File: src/hw/rtl/vwc_pkg.sv
package vwc_pkg;

    // Function codes (code 0 and code 3 only do the lookups)
    localparam logic [1:0] FUNC_READ  = 2'd1;
    localparam logic [1:0] FUNC_WRITE = 2'd2;

    // Port address map
    localparam logic [5:0] WIN_PAGE      = 6'h11;   // 0x110..0x11F index/data ports
    localparam logic [5:0] DOT_PAGE      = 6'h13;   // 0x130..0x13E even
    localparam logic [4:0] PAL_PAGE      = 5'h0A;   // 0x140..0x15F odd
    localparam logic [9:0] ADDR_COLOR    = 10'h120;
    localparam logic [9:0] ADDR_PPRIO    = 10'h122;
    localparam logic [9:0] ADDR_BACK1    = 10'h124;
    localparam logic [9:0] ADDR_BACK2    = 10'h126;
    localparam logic [9:0] ADDR_BACK3    = 10'h128;
    localparam logic [9:0] ADDR_BACK4REV = 10'h12A;
    localparam logic [9:0] ADDR_REV123   = 10'h12C;

    localparam int ITEM_W = 27;

    typedef struct packed {
        logic [2:0] pixel_code;
        logic [3:0] overlap_mask;
        logic [7:0] write_data;
        logic [9:0] port_addr;
        logic [1:0] func;
    } item_t;

    // Register state as seen by the lookup stage
    typedef struct packed {
        logic [15:0][7:0] wregs;
        logic [2:0]       planes0;
        logic [4:1][2:0]  backs;
        logic [4:1]       revs;
        logic [7:0][2:0]  pal;
        logic [2:0]       color_mode;
        logic [2:0]       pprio_mode;
        logic [7:0]       dot_mode;
    } state_t;

    function automatic logic is_index_port(input logic [9:0] a);
        return (a[9:4] == WIN_PAGE) && (a[1:0] == 2'd0);
    endfunction

    function automatic logic is_data_port(input logic [9:0] a);
        return (a[9:4] == WIN_PAGE) && (a[1:0] == 2'd2);
    endfunction

    function automatic logic is_pal_port(input logic [9:0] a);
        return (a[9:5] == PAL_PAGE) && a[0];
    endfunction

    // bit 3 of the address is ignored
    function automatic logic [2:0] pal_slot(input logic [9:0] a);
        return {a[4], a[2:1]};
    endfunction

    // Winner of the overlap mask: highest 2-bit priority, ties to lower window.
    function automatic logic [2:0] win_of(input logic [7:0] prio, input logic [3:0] mask);
        logic [2:0] best;
        logic [1:0] bestp;
        logic [1:0] p;
        best  = 3'd0;
        bestp = 2'd0;
        for (int k = 1; k <= 4; k++) begin
            p = prio[9 - 2*k -: 2];
            if (mask[k-1] && (best == 3'd0 || p > bestp)) begin
                best  = 3'(k);
                bestp = p;
            end
        end
        if (prio == 8'd0) begin
            best = 3'd0;
        end
        return best;
    endfunction

    // Plane priority table: codes 4..7 map to 4 while code[1:0] < mode,
    // otherwise to code[1:0]; codes 0..3 pass.
    function automatic logic [2:0] pprio_color(input logic [2:0] mode, input logic [2:0] c);
        logic [2:0] low;
        low = {1'b0, c[1:0]};
        return (c[2] && (low < mode)) ? 3'd4 : low;
    endfunction

endpackage

File: src/hw/rtl/vwc_regfile.sv
module vwc_regfile (
    input  logic            clk,
    input  logic            rst_n,
    input  logic            go,
    input  vwc_pkg::item_t  item,
    output logic [7:0]      read_data,
    output vwc_pkg::state_t state
);
    import vwc_pkg::*;

    logic [3:0]       idx_reg;
    logic [15:0][7:0] wregs_reg;
    logic [2:0]       plane0_reg;
    logic [4:1][2:0]  backs_reg;
    logic [4:1]       revs_reg;
    logic [7:0][2:0]  pal_reg;
    logic [2:0]       color_reg;
    logic [2:0]       pprio_reg;
    logic [7:0]       dot_reg;

    logic       is_wr;
    logic       is_rd;
    logic [9:0] a;
    logic [7:0] d;

    assign a     = item.port_addr;
    assign d     = item.write_data;
    assign is_wr = go && (item.func == FUNC_WRITE);
    assign is_rd = go && (item.func == FUNC_READ);

    always_comb
    begin
        read_data = 8'hFF;
        if (item.func == FUNC_READ)
        begin
            if (is_index_port(a))
                read_data = {4'h0, idx_reg};
            else if (is_data_port(a))
                read_data = wregs_reg[idx_reg];
            else if (is_pal_port(a))
                read_data = {5'd0, pal_reg[pal_slot(a)]};
        end
    end

    always_ff @(posedge clk or negedge rst_n)
    begin
        if (!rst_n)
        begin
            idx_reg    <= '0;
            wregs_reg  <= '0;
            plane0_reg <= '0;
            backs_reg  <= '0;
            revs_reg   <= '0;
            for (int i = 0; i < 8; i++)
                pal_reg[i] <= 3'(i);
            color_reg <= '0;
            pprio_reg <= '0;
            dot_reg   <= '0;
        end
        else if (is_wr)
        begin
            if (is_index_port(a))
                idx_reg <= d[3:0];
            else if (is_data_port(a))
            begin
                wregs_reg[idx_reg] <= d;
                idx_reg            <= idx_reg + 4'd1;
                // background window shows every plane only once register 0 is written zero
                if (idx_reg == 4'd0)
                    plane0_reg <= (d == 8'd0) ? 3'd7 : 3'd0;
            end
            else if (a == ADDR_COLOR)
                color_reg <= d[2:0];
            else if (a == ADDR_PPRIO)
                pprio_reg <= d[2:0];
            else if (a == ADDR_BACK1)
                backs_reg[1] <= d[2:0];
            else if (a == ADDR_BACK2)
                backs_reg[2] <= d[2:0];
            else if (a == ADDR_BACK3)
                backs_reg[3] <= d[2:0];
            else if (a == ADDR_BACK4REV)
            begin
                backs_reg[4] <= d[2:0];
                revs_reg[4]  <= d[0];
            end
            else if (a == ADDR_REV123)
                revs_reg[3:1] <= d[2:0];
            else if ((a[9:4] == DOT_PAGE) && !a[0])
                dot_reg <= d;
            else if (is_pal_port(a))
                pal_reg[pal_slot(a)] <= d[2:0];
        end
        else if (is_rd && is_data_port(a))
        begin
            idx_reg <= idx_reg + 4'd1;
        end
    end

    assign state.wregs      = wregs_reg;
    assign state.planes0    = plane0_reg;
    assign state.backs      = backs_reg;
    assign state.revs       = revs_reg;
    assign state.pal        = pal_reg;
    assign state.color_mode = color_reg;
    assign state.pprio_mode = pprio_reg;
    assign state.dot_mode   = dot_reg;

endmodule

File: src/hw/rtl/vwc_lookup.sv
module vwc_lookup (
    input  logic            clk,
    input  logic            rst_n,
    input  logic            load,
    input  vwc_pkg::state_t state,
    input  logic [7:0]      rd_in,
    input  logic [3:0]      mask_in,
    input  logic [2:0]      code_in,
    input  logic            out_ready,
    output logic            out_valid,
    output logic [39:0]     out_data
);
    import vwc_pkg::*;

    logic        valid_reg, valid_next;
    logic [39:0] data_reg, data_next;

    logic [2:0]  wn;
    logic [15:0] start;
    logic [2:0]  planes;
    logic [2:0]  back;
    logic        rev;
    logic [2:0]  pal_c;
    logic [2:0]  pc;

    always_comb
    begin
        wn     = win_of(state.wregs[0], mask_in);
        start  = 16'd0;
        planes = state.planes0;
        back   = 3'd0;
        rev    = 1'b0;
        case (wn)
            3'd1:
            begin
                start  = {state.wregs[2], state.wregs[1]};
                planes = state.wregs[3][2:0];
                back   = state.backs[1];
                rev    = state.revs[1];
            end
            3'd2:
            begin
                start  = {state.wregs[5], state.wregs[4]};
                planes = state.wregs[6][2:0];
                back   = state.backs[2];
                rev    = state.revs[2];
            end
            3'd3:
            begin
                start  = {state.wregs[8], state.wregs[7]};
                planes = state.wregs[9][2:0];
                back   = state.backs[3];
                rev    = state.revs[3];
            end
            3'd4:
            begin
                start  = {state.wregs[11], state.wregs[10]};
                planes = state.wregs[12][2:0];
                back   = state.backs[4];
                rev    = state.revs[4];
            end
            default:
            begin
                start = 16'd0;
            end
        endcase

        pal_c = state.pal[code_in];
        if (state.color_mode[0])
            pc = (code_in != 3'd0) ? 3'd7 : 3'd0;
        else if (state.color_mode[2])
            pc = pprio_color(state.pprio_mode, pal_c);
        else
            pc = pal_c;
    end

    always_comb
    begin
        data_next  = data_reg;
        valid_next = valid_reg;
        if (load)
        begin
            valid_next = 1'b1;
            data_next  = {1'b0, state.dot_mode[2], state.color_mode[0], pc, rev,
                          back, planes, start, wn, rd_in};
        end
        else if (out_ready)
        begin
            valid_next = 1'b0;
        end
    end

    always_ff @(posedge clk or negedge rst_n)
    begin
        if (!rst_n)
            valid_reg <= 1'b0;
        else
            valid_reg <= valid_next;
    end

    always_ff @(posedge clk)
    begin
        data_reg <= data_next;
    end

    assign out_valid = valid_reg;
    assign out_data  = data_reg;

endmodule

File: src/hw/rtl/video_window_controller_regs_unit.sv
// Channel   Dir  Handshake               Payload
// s_axis    in   s_tvalid / s_tready     s_tdata[26:0]  (bus access + lookup keys)
// m_axis    out  m_tvalid / m_tready     m_tdata[38:0]  (read data + lookup results)
//
// One item per cycle sustained while the m side is not stalled; from accept to result each
// item passes the input register, register-file access and lookup/result register.
// Lookups see the register state after the item's own bus access.
// rst_n clears the pipeline valid flags and all register-file registers; palette entry i resets to i.
// A stalled m side holds the result; up to two more items are taken meanwhile.
module video_window_controller_regs_unit (
    input  logic        clk,
    input  logic        rst_n,
    input  logic        s_tvalid,
    output logic        s_tready,
    // func[1:0], port_addr[11:2], write_data[19:12], overlap_mask[23:20],
    // pixel_code[26:24], zero pad
    input  logic [31:0] s_tdata,
    output logic        m_tvalid,
    input  logic        m_tready,
    // read_data[7:0], window_number[10:8], window_start[26:11],
    // window_planes[29:27], window_back[32:30], window_reverse[33],
    // pixel_color[36:34], mono_mode[37], half_width_mode[38], zero pad
    output logic [39:0] m_tdata
);
    import vwc_pkg::*;

    logic  s1_valid_reg, s1_valid_next;
    item_t s1_item_reg;
    logic  s2_valid_reg, s2_valid_next;
    logic [7:0] s2_rd_reg;
    logic [3:0] s2_mask_reg;
    logic [2:0] s2_code_reg;

    logic   out_ready;
    logic   s2_load;
    logic   s1_go;
    logic   s2_go;
    logic   s_accept;
    logic [7:0] rd_data;
    state_t state;

    assign out_ready = !m_tvalid || m_tready;
    assign s2_go     = s2_valid_reg && out_ready;
    assign s2_load   = !s2_valid_reg || out_ready;
    assign s1_go     = s1_valid_reg && s2_load;
    assign s_tready  = !s1_valid_reg || s2_load;
    assign s_accept  = s_tvalid && s_tready;

    always_comb
    begin
        s1_valid_next = s1_valid_reg;
        if (s_accept)
            s1_valid_next = 1'b1;
        else if (s1_go)
            s1_valid_next = 1'b0;

        s2_valid_next = s2_valid_reg;
        if (s1_go)
            s2_valid_next = 1'b1;
        else if (s2_go)
            s2_valid_next = 1'b0;
    end

    always_ff @(posedge clk or negedge rst_n)
    begin
        if (!rst_n)
        begin
            s1_valid_reg <= 1'b0;
            s2_valid_reg <= 1'b0;
        end
        else
        begin
            s1_valid_reg <= s1_valid_next;
            s2_valid_reg <= s2_valid_next;
        end
    end

    always_ff @(posedge clk)
    begin
        if (s_accept)
            s1_item_reg <= item_t'(s_tdata[ITEM_W-1:0]);
        if (s1_go)
        begin
            s2_rd_reg   <= rd_data;
            s2_mask_reg <= s1_item_reg.overlap_mask;
            s2_code_reg <= s1_item_reg.pixel_code;
        end
    end

    vwc_regfile u_regfile (
        .clk       (clk),
        .rst_n     (rst_n),
        .go        (s1_go),
        .item      (s1_item_reg),
        .read_data (rd_data),
        .state     (state)
    );

    vwc_lookup u_lookup (
        .clk       (clk),
        .rst_n     (rst_n),
        .load      (s2_go),
        .state     (state),
        .rd_in     (s2_rd_reg),
        .mask_in   (s2_mask_reg),
        .code_in   (s2_code_reg),
        .out_ready (m_tready),
        .out_valid (m_tvalid),
        .out_data  (m_tdata)
    );

endmodule

File: config.mk
export PLATFORM = sky130hd
export DESIGN_NAME = video_window_controller_regs_unit
export DESIGN_NICKNAME = d
export VERILOG_FILES = /design/src/hw/rtl/vwc_pkg.sv /design/src/hw/rtl/vwc_regfile.sv /design/src/hw/rtl/vwc_lookup.sv /design/src/hw/rtl/video_window_controller_regs_unit.sv
export SDC_FILE = /design/constraint.sdc
export NUM_CORES = 1
export LEC_CHECK = 0
export ABC_CLOCK_PERIOD_IN_PS = 10580
export BUFFER_PORTS_ARGS = -buffer_cell sky130_fd_sc_hd__buf_4
export CORE_MARGIN = 5
export CORE_UTILIZATION = 28
export CTS_CLUSTER_SIZE = 20
export DETAILED_ROUTE_END_ITERATION = 10
export GPL_TIMING_DRIVEN = 0
export PLACE_DENSITY = 0.46
export SETUP_SLACK_MARGIN = 0.2
export SKIP_CTS_REPAIR_TIMING = 1
export SYNTH_ARGS = -nofsm -noshare
export SYNTH_HDL_FRONTEND = slang
export SYNTH_SLANG_ARGS = --single-unit
File: constraint.sdc
create_clock -name clk -period 10.58 [get_ports clk]
set_input_delay 2.645 -clock clk [delete_from_list [all_inputs] [get_ports clk]]
set_output_delay 2.645 -clock clk [all_outputs]
set_load 0.05 [all_outputs]
==> flow_summary.toml, run 1 <==
[run_status]
status = "finished clean"

[clock_network]
cts.path.max_buffers = 3
clk_pin_slew_ns = 0.06
cts_root_buffer = "clkbuf_16"
clk_latency_ns = 0.58
cts_tree = "built"
numCtsBuffers = 30
cts_sinks = 262
ctsHtreeMaxLevel = 1

[hold_path]
min_to = "s2_mask_reg[3]$_DFFE_PP_"
hp-start = "s1_item_reg[23]$_DFFE_PP_"
hold_depth = 0
hold_class = "reg2reg"

[setup_path]
arrival_ns = 7.34
crit_cells = 21
worstPathRequired_ns = 10.91
slowest_stage = "clkbuf_1"
cp_top_family = "buffers and inverters"
critPathMaxFanout = 10
path_common_cell = "clkbuf_1"
r2r_cells = 21
critPathKind = "reg2reg"
cp-end-kind = "flip-flop"
r2r-end = "u_lookup.out_data[20]$_SDFFCE_PP0P_"
rrSetupSlack_ns = 3.57
cp_num_buf_inv = 5
max_stage_delay_ns = 0.87
setup.worst_path.start_class = "flip-flop"
worstReg2RegStart = "s2_mask_reg[0]$_DFFE_PP_"
crit_chain = "clkbuf_1 > clkbuf_1 > nand2_1 > ha_1 > nor2b_1 > o211ai_1 > nand2_1 > mux2_2 > ha_1 > o211ai_1 > o311a_1 > clkbuf_1 > clkbuf_1 > mux2_2 > ha_1 > nor2b_1 > o21ai_0 > a211oi_1 > clkbuf_1 > nand2_1 > o21ai_0"

[route]
drcViolationCount = 0
first_pass_iters = 6
vias = 7940
drt_iter0_markers = 563
ant_nets = 0
vias_per_cell = 4.96
routed_wl_um = 37500
avgRoutedWirePerCell_um = 23.5

[job]
cap_violations = 0

[sta]
slew_headroom_pct = 27.0
fin_crit_ns = 7.01
worst_pin_slew_ns = 1.10
rsz0062_at_grt = "no"
hold_viol = 0
timing.final.crit_share_pct = 66.2
finalMaxSlewViolations = 0
fmax_mhz = 143
tns_ns = 0
setup_violations = 0
fin_skew_ns = 0.0337

[die]
start_util_pct = 28.1
row_count = 77
boundaryPins = 78
core_area_um2 = 43900
die_x_um = 220
die_y_um = 220
die_area_um2 = 48400

[synth]
synth-edff-count = 81
syn_nets = 924
synth_top_family_by_area = "multiplexers"
syn_area_um2 = 12300
syn_inst = 877
yosys.area.top_type = "dfrtp_1"
synth_area_leaders = "dfrtp_1, edfxtp_1, mux2_2, mux4_2, dfstp_2"
yosys.area.top_type_share_pct = 34.3
synthAdderAreaFrac_pct = 1.11
ys_seq_area_share_pct = 56.5
syn_avg_cell_area_um2 = 14.1
yosys.area_share.simple_pct = 9.23
ys_types = 60
muxShareOfSynthArea_pct = 25.5
ys_seq_elements = 262
synth_compound_area_share_pct = 5.23
synth_ff_type = "dfrtp_1"
synth_xor_area_share_pct = 0
synthArstFlopShare_pct = 69.1
yosys_warnings = 0

[layout]
drive_gt1_share_pct = 38.4
largest_reg_flops = 164
mostFrequentLayoutCell = "mux2_2"
area_growth_pct = 19.4
n_fill_cell = 4435
fin_cells = 1600
mostFrequentLayoutCells = "mux2_2, dfrtp_1, edfxtp_1"
antenna_cells = 0
fin_nets = 1031

[placed_design]
dp_hpwl_um = 25900
finalWeightedCongestion = 0.835
dp_cells = 1544
portBuffers = 71

[global_routing]
track_usage_pct = 15.7
grt_max_degree = 108
grt.overflow.total = 0
grt_pass1_vias = 8199
grt_pass1_wl_um = 56300
antenna_found_initial = 0

[power]
p_per_area_nw_per_um2 = 159
ir_drop_mv = 0.112
leakage_nw = 6.16
routing by layer:
| layer | vias to the layer above | share of wire [%] | global-route usage (%) |
|---|---|---|---|
| met5 | - | 0 | 0 |
| met4 | 0 | 2.6 | 4.35 |
| met3 | 49 | 4.4 | 2.40 |
| met2 | 172 | 46 | 24.4 |
| met1 | 4183 | 47 | 22.8 |
| li1 | 3536 | - | - |
logic make-up (layout without fill, tap and decap cells):
family | count (synthesis) | count (layout)
compound gates | 95 | 95
fa+ha+maj | 11 | 11
buf+inv | 73 | 204
flops | 262 | 262
mux | 235 | 235
other cells | 1 | 1
simple gates | 200 | 200
worst max-delay path by stage:
stage / from / to / slack (ns)
global route: s2_mask_reg[0]$_DFFE_PP_ / u_lookup.out_data[11]$_SDFFCE_PP0P_ / 3.10
global placement: s2_mask_reg[0]$_DFFE_PP_ / u_lookup.out_data[20]$_SDFFCE_PP0P_ / 3.61
finish: s2_mask_reg[0]$_DFFE_PP_ / u_lookup.out_data[20]$_SDFFCE_PP0P_ / 3.57
CTS: s2_mask_reg[0]$_DFFE_PP_ / u_lookup.out_data[11]$_SDFFCE_PP0P_ / 3.64
floorplan: m_tready / s_tready / 4.62
detailed placement: s2_mask_reg[0]$_DFFE_PP_ / u_lookup.out_data[20]$_SDFFCE_PP0P_ / 3.66
synth_stat cells (2+ instances only):
cell / n
nand2_4: 3
or3_1: 2
o21ai_0: 28
inv_1: 16
dfstp_2: 12
nand4_1: 3
nor2_1: 16
or4_1: 2
dfrtp_1: 169
nand2b_1: 9
mux4_2: 46
nand3b_1: 6
mux2i_1: 9
a22oi_1: 3
nor3_1: 33
nand2_1: 70
o211ai_1: 8
nor4_1: 2
a221oi_1: 25
a21oi_1: 15
nor2_2: 5
and3_1: 8
clkbuf_1: 45
mux2_1: 8
a31oi_1: 2
nor2b_1: 5
and2_1: 3
nor2_4: 7
buf_2: 9
ha_1: 11
edfxtp_1: 81
nand3_1: 11
mux2_2: 172
and2_0: 2
nand4b_4: 2
a211oi_1: 2
o31ai_1: 3
or2_2: 2
through the flow:
| step | hold slack, ns | area (um2) | setup slack, ns | utilization (%) | power (W) |
|---|---|---|---|---|---|
| 2_1_floorplan | 0.400 | 12300 | 4.62 | - | 0.00120 |
| 3_3_place_gp | 0.409 | 13600 | 3.61 | 31.0 | 0.00128 |
| 3_5_place_dp | 0.405 | 13700 | 3.66 | 31.2 | 0.00129 |
| 4_1_cts | 0.421 | 14700 | 3.64 | 33.6 | 0.00239 |
| 5_1_grt | 0.423 | 14700 | 3.10 | 33.6 | 0.00244 |
| 6_report | 0.418 | 14700 | 3.57 | 33.6 | 0.00235 |
where the power goes:
group / internal, W / switching [W]
combinational: 0.0000477 / 0.000128
sequential: 0.00107 / 0.0000167
clock: 0.000653 / 0.000429
worst reg2reg max path, delay by kind of cell, from the launching register on:
family          cells  cell delay (ns)
mux                 2             0.74
flops               1             0.42
buf+inv             5             2.59
simple gates        5             0.66
compound gates      6             1.51
fa+ha+maj           3             0.88
layout make-up:
cell class,instances,area (um2),share of cell area [%]
buffer,57,230,1.56
clock buffer,37,797,5.41
clock inverter,19,224,1.52
inverter,16,60.1,0.407
multi-input combinational,542,5080,34.5
sequential,262,6980,47.3
tap,592,741,5.02
timing repair buffer,75,631,4.28
No activity file was read; power rests on OpenSTA's default activity.
==> run 2, diff against run 1 <==
--- a/config.mk
+++ b/config.mk
@@ -5,14 +5,15 @@
 export SDC_FILE = /design/constraint.sdc
 export NUM_CORES = 1
 export LEC_CHECK = 0
-export ABC_CLOCK_PERIOD_IN_PS = 10580
+export ABC_AREA = 1
+export ABC_CLOCK_PERIOD_IN_PS = 6200
 export BUFFER_PORTS_ARGS = -buffer_cell sky130_fd_sc_hd__buf_4
 export CORE_MARGIN = 5
 export CORE_UTILIZATION = 28
 export CTS_CLUSTER_SIZE = 20
 export DETAILED_ROUTE_END_ITERATION = 10
 export GPL_TIMING_DRIVEN = 0
-export PLACE_DENSITY = 0.46
+export PLACE_DENSITY = 0.47
 export SETUP_SLACK_MARGIN = 0.2
 export SKIP_CTS_REPAIR_TIMING = 1
 export SYNTH_ARGS = -nofsm -noshare
==> constraint.sdc (replaced) <==
create_clock -name clk -period 6.2 [get_ports clk]
set_input_delay 1.55 -clock clk [delete_from_list [all_inputs] [get_ports clk]]
set_output_delay 1.55 -clock clk [all_outputs]
set_load 0.05 [all_outputs]
==> flow_summary.toml, run 2 <==
[die]
row_count = 77
die_area_um2 = 48700
core_area_um2 = 44100
die_x_um = 221
start_util_pct = 28.2
die_y_um = 221
boundaryPins = 78

[synth]
synth_area_leaders = "dfrtp_1, edfxtp_1, nand2_1, o21ai_0, o21ai_1"
yosys.area.top_type = "dfrtp_1"
yosys.area.top_type_share_pct = 34.0
ys_seq_elements = 262
syn_nets = 1464
synth_common_cells = "nand2_1, o21ai_0, dfrtp_1"
synth_ff_type = "dfrtp_1"
ys_seq_area_share_pct = 56.1
syn_inst = 1417
syn_avg_cell_area_um2 = 8.78
syn_area_um2 = 12400
synth_most_common_cell = "nand2_1"
synth-edff-count = 81
yosys_warnings = 0
synthArstFlopShare_pct = 69.1
ys_types = 41

[route]
routed_wl_um = 43300
drcViolationCount = 0
drt_iter0_markers = 1015
first_pass_iters = 5
ant_nets = 0
avgRoutedWirePerCell_um = 20.3
vias_per_cell = 4.84
vias = 10400

[power]
leakage_nw = 6.30
ir_drop_mv = 0.201
p_per_area_nw_per_um2 = 296

[layout]
area_growth_pct = 18.5
fin_area_um2 = 14700
antenna_cells = 0
largest_reg_flops = 164
fin_nets = 1570
post-route-util_pct = 33.4
mostFrequentLayoutCell = "nand2_1"
n_fill_cell = 4687
drive_gt1_share_pct = 12.0
mostFrequentLayoutCells = "nand2_1, o21ai_0, dfrtp_1"

[clock_network]
cts.path.max_buffers = 3
cts_sinks = 262
clk_latency_ns = 0.59
cts_tree = "built"
cts_root_buffer = "clkbuf_16"
clk_pin_slew_ns = 0.06
numCtsBuffers = 31
ctsHtreeMaxLevel = 1

[setup_path]
crit_cells = 27
r2r_cells = 27
cp_top_family = "simple AND/OR/NAND/NOR gates"
slowest_stage = "clkbuf_1"
worstReg2RegStart = "s2_mask_reg[0]$_DFFE_PP_"
max_stage_delay_ns = 0.85
rrSetupSlack_ns = 1.21
setup.worst_path.start_class = "flip-flop"
critPathKind = "reg2reg"
cp-end-kind = "flip-flop"
critPathMaxFanout = 10
r2r-end = "u_lookup.out_data[28]$_DFFE_PP_"
path_common_cell = "nand2_1"
arrival_ns = 5.43
cp_num_buf_inv = 3
worstPathRequired_ns = 6.64

[global_routing]
grt_pass1_wl_um = 65000
grt_max_degree = 106
grt_pass1_vias = 9986
antenna_found_initial = 0
track_usage_pct = 17.8
grt.overflow.total = 0

[sta]
slew_headroom_pct = 19.3
fin_crit_ns = 4.99
worst_pin_slew_ns = 1.21
holdWs_ns = 0.418
fin_skew_ns = 0.0140
hold_viol = 0
timing.final.crit_share_pct = 80.4
tns_ns = 0
finalMaxSlewViolations = 0
fmax_mhz = 201
setup_violations = 0
rsz0062_at_grt = "no"

[run_status]
status = "finished clean"

[job]
cap_violations = 0

[hold_path]
hold_class = "reg2reg"
min_to = "u_lookup.out_data[7]$_DFFE_PP_"
hold_depth = 0
hp-start = "s2_rd_reg[7]$_SDFFCE_PP1P_"

[placed_design]
dp_hpwl_um = 31300
finalWeightedCongestion = 0.908
portBuffers = 71
postPlaceCellArea_um2 = 13800
-- run 2: final cells by class --
class	count	area, um2	area share, %
Sequential cell	262	6980	47.3
Multi-Input combinational cell	980	4690	31.8
Inverter	101	380	2.58
Timing Repair Buffer	73	588	3.99
Clock buffer	36	795	5.39
Buffer	74	397	2.69
Clock inverter	22	168	1.14
Tap cell	592	741	5.03
-- run 2: kinds of logic after synthesis --
group	count (synthesis)	share of synthesized area, %
AO/OA/AOI/OAI	355	15.2
adder cells (fa/ha/maj)	11	1.11
AND/OR/NAND/NOR	611	21.2
flip-flops	262	56.1
XOR/XNOR	2	0.141
buffers and inverters	175	6.25
other	1	0.0302
-- run 2: worst max-delay path by stage --
stage / from / to / slack [ns]
after floorplan: m_tready / u_lookup.out_data[0]$_DFFE_PP_ / 2.26
after global placement: m_tready / u_lookup.out_data[11]$_SDFFCE_PP0P_ / 0.34
after detailed placement: s2_mask_reg[0]$_DFFE_PP_ / u_lookup.out_data[28]$_DFFE_PP_ / 1.38
after CTS: s2_mask_reg[0]$_DFFE_PP_ / u_lookup.out_data[28]$_DFFE_PP_ / 1.29
after global routing: s2_mask_reg[0]$_DFFE_PP_ / u_lookup.out_data[28]$_DFFE_PP_ / 0.95
final: s2_mask_reg[0]$_DFFE_PP_ / u_lookup.out_data[28]$_DFFE_PP_ / 1.21
-- run 2: power breakdown --
group | switching (W) | internal (W)
logic | 0.000530 | 0.000164
clock network | 0.000751 | 0.000998
registers | 0.0000386 | 0.00189
total | 0.00132 | 0.00305
-- run 2: through the flow --
stage | instances | worst slack [ns] | power, W
floorplan | 1417 | 2.26 | 0.00237
global placement | 2080 | 0.343 | 0.00265
detailed placement | 2082 | 1.38 | 0.00266
CTS | 2140 | 1.29 | 0.00443
global route | 2140 | 0.949 | 0.00456
finish | 2140 | 1.21 | 0.00437
-- run 2: metal layers --
metal	wire length [um]	part of all wire (%)	vias up	global-route usage, %
li1	-	-	4944	-
met1	20400	47	5023	25.9
met2	19300	45	322	27.8
met3	2830	6.5	62	3.09
met4	807	1.9	0	4.01
met5	0	0	-	0
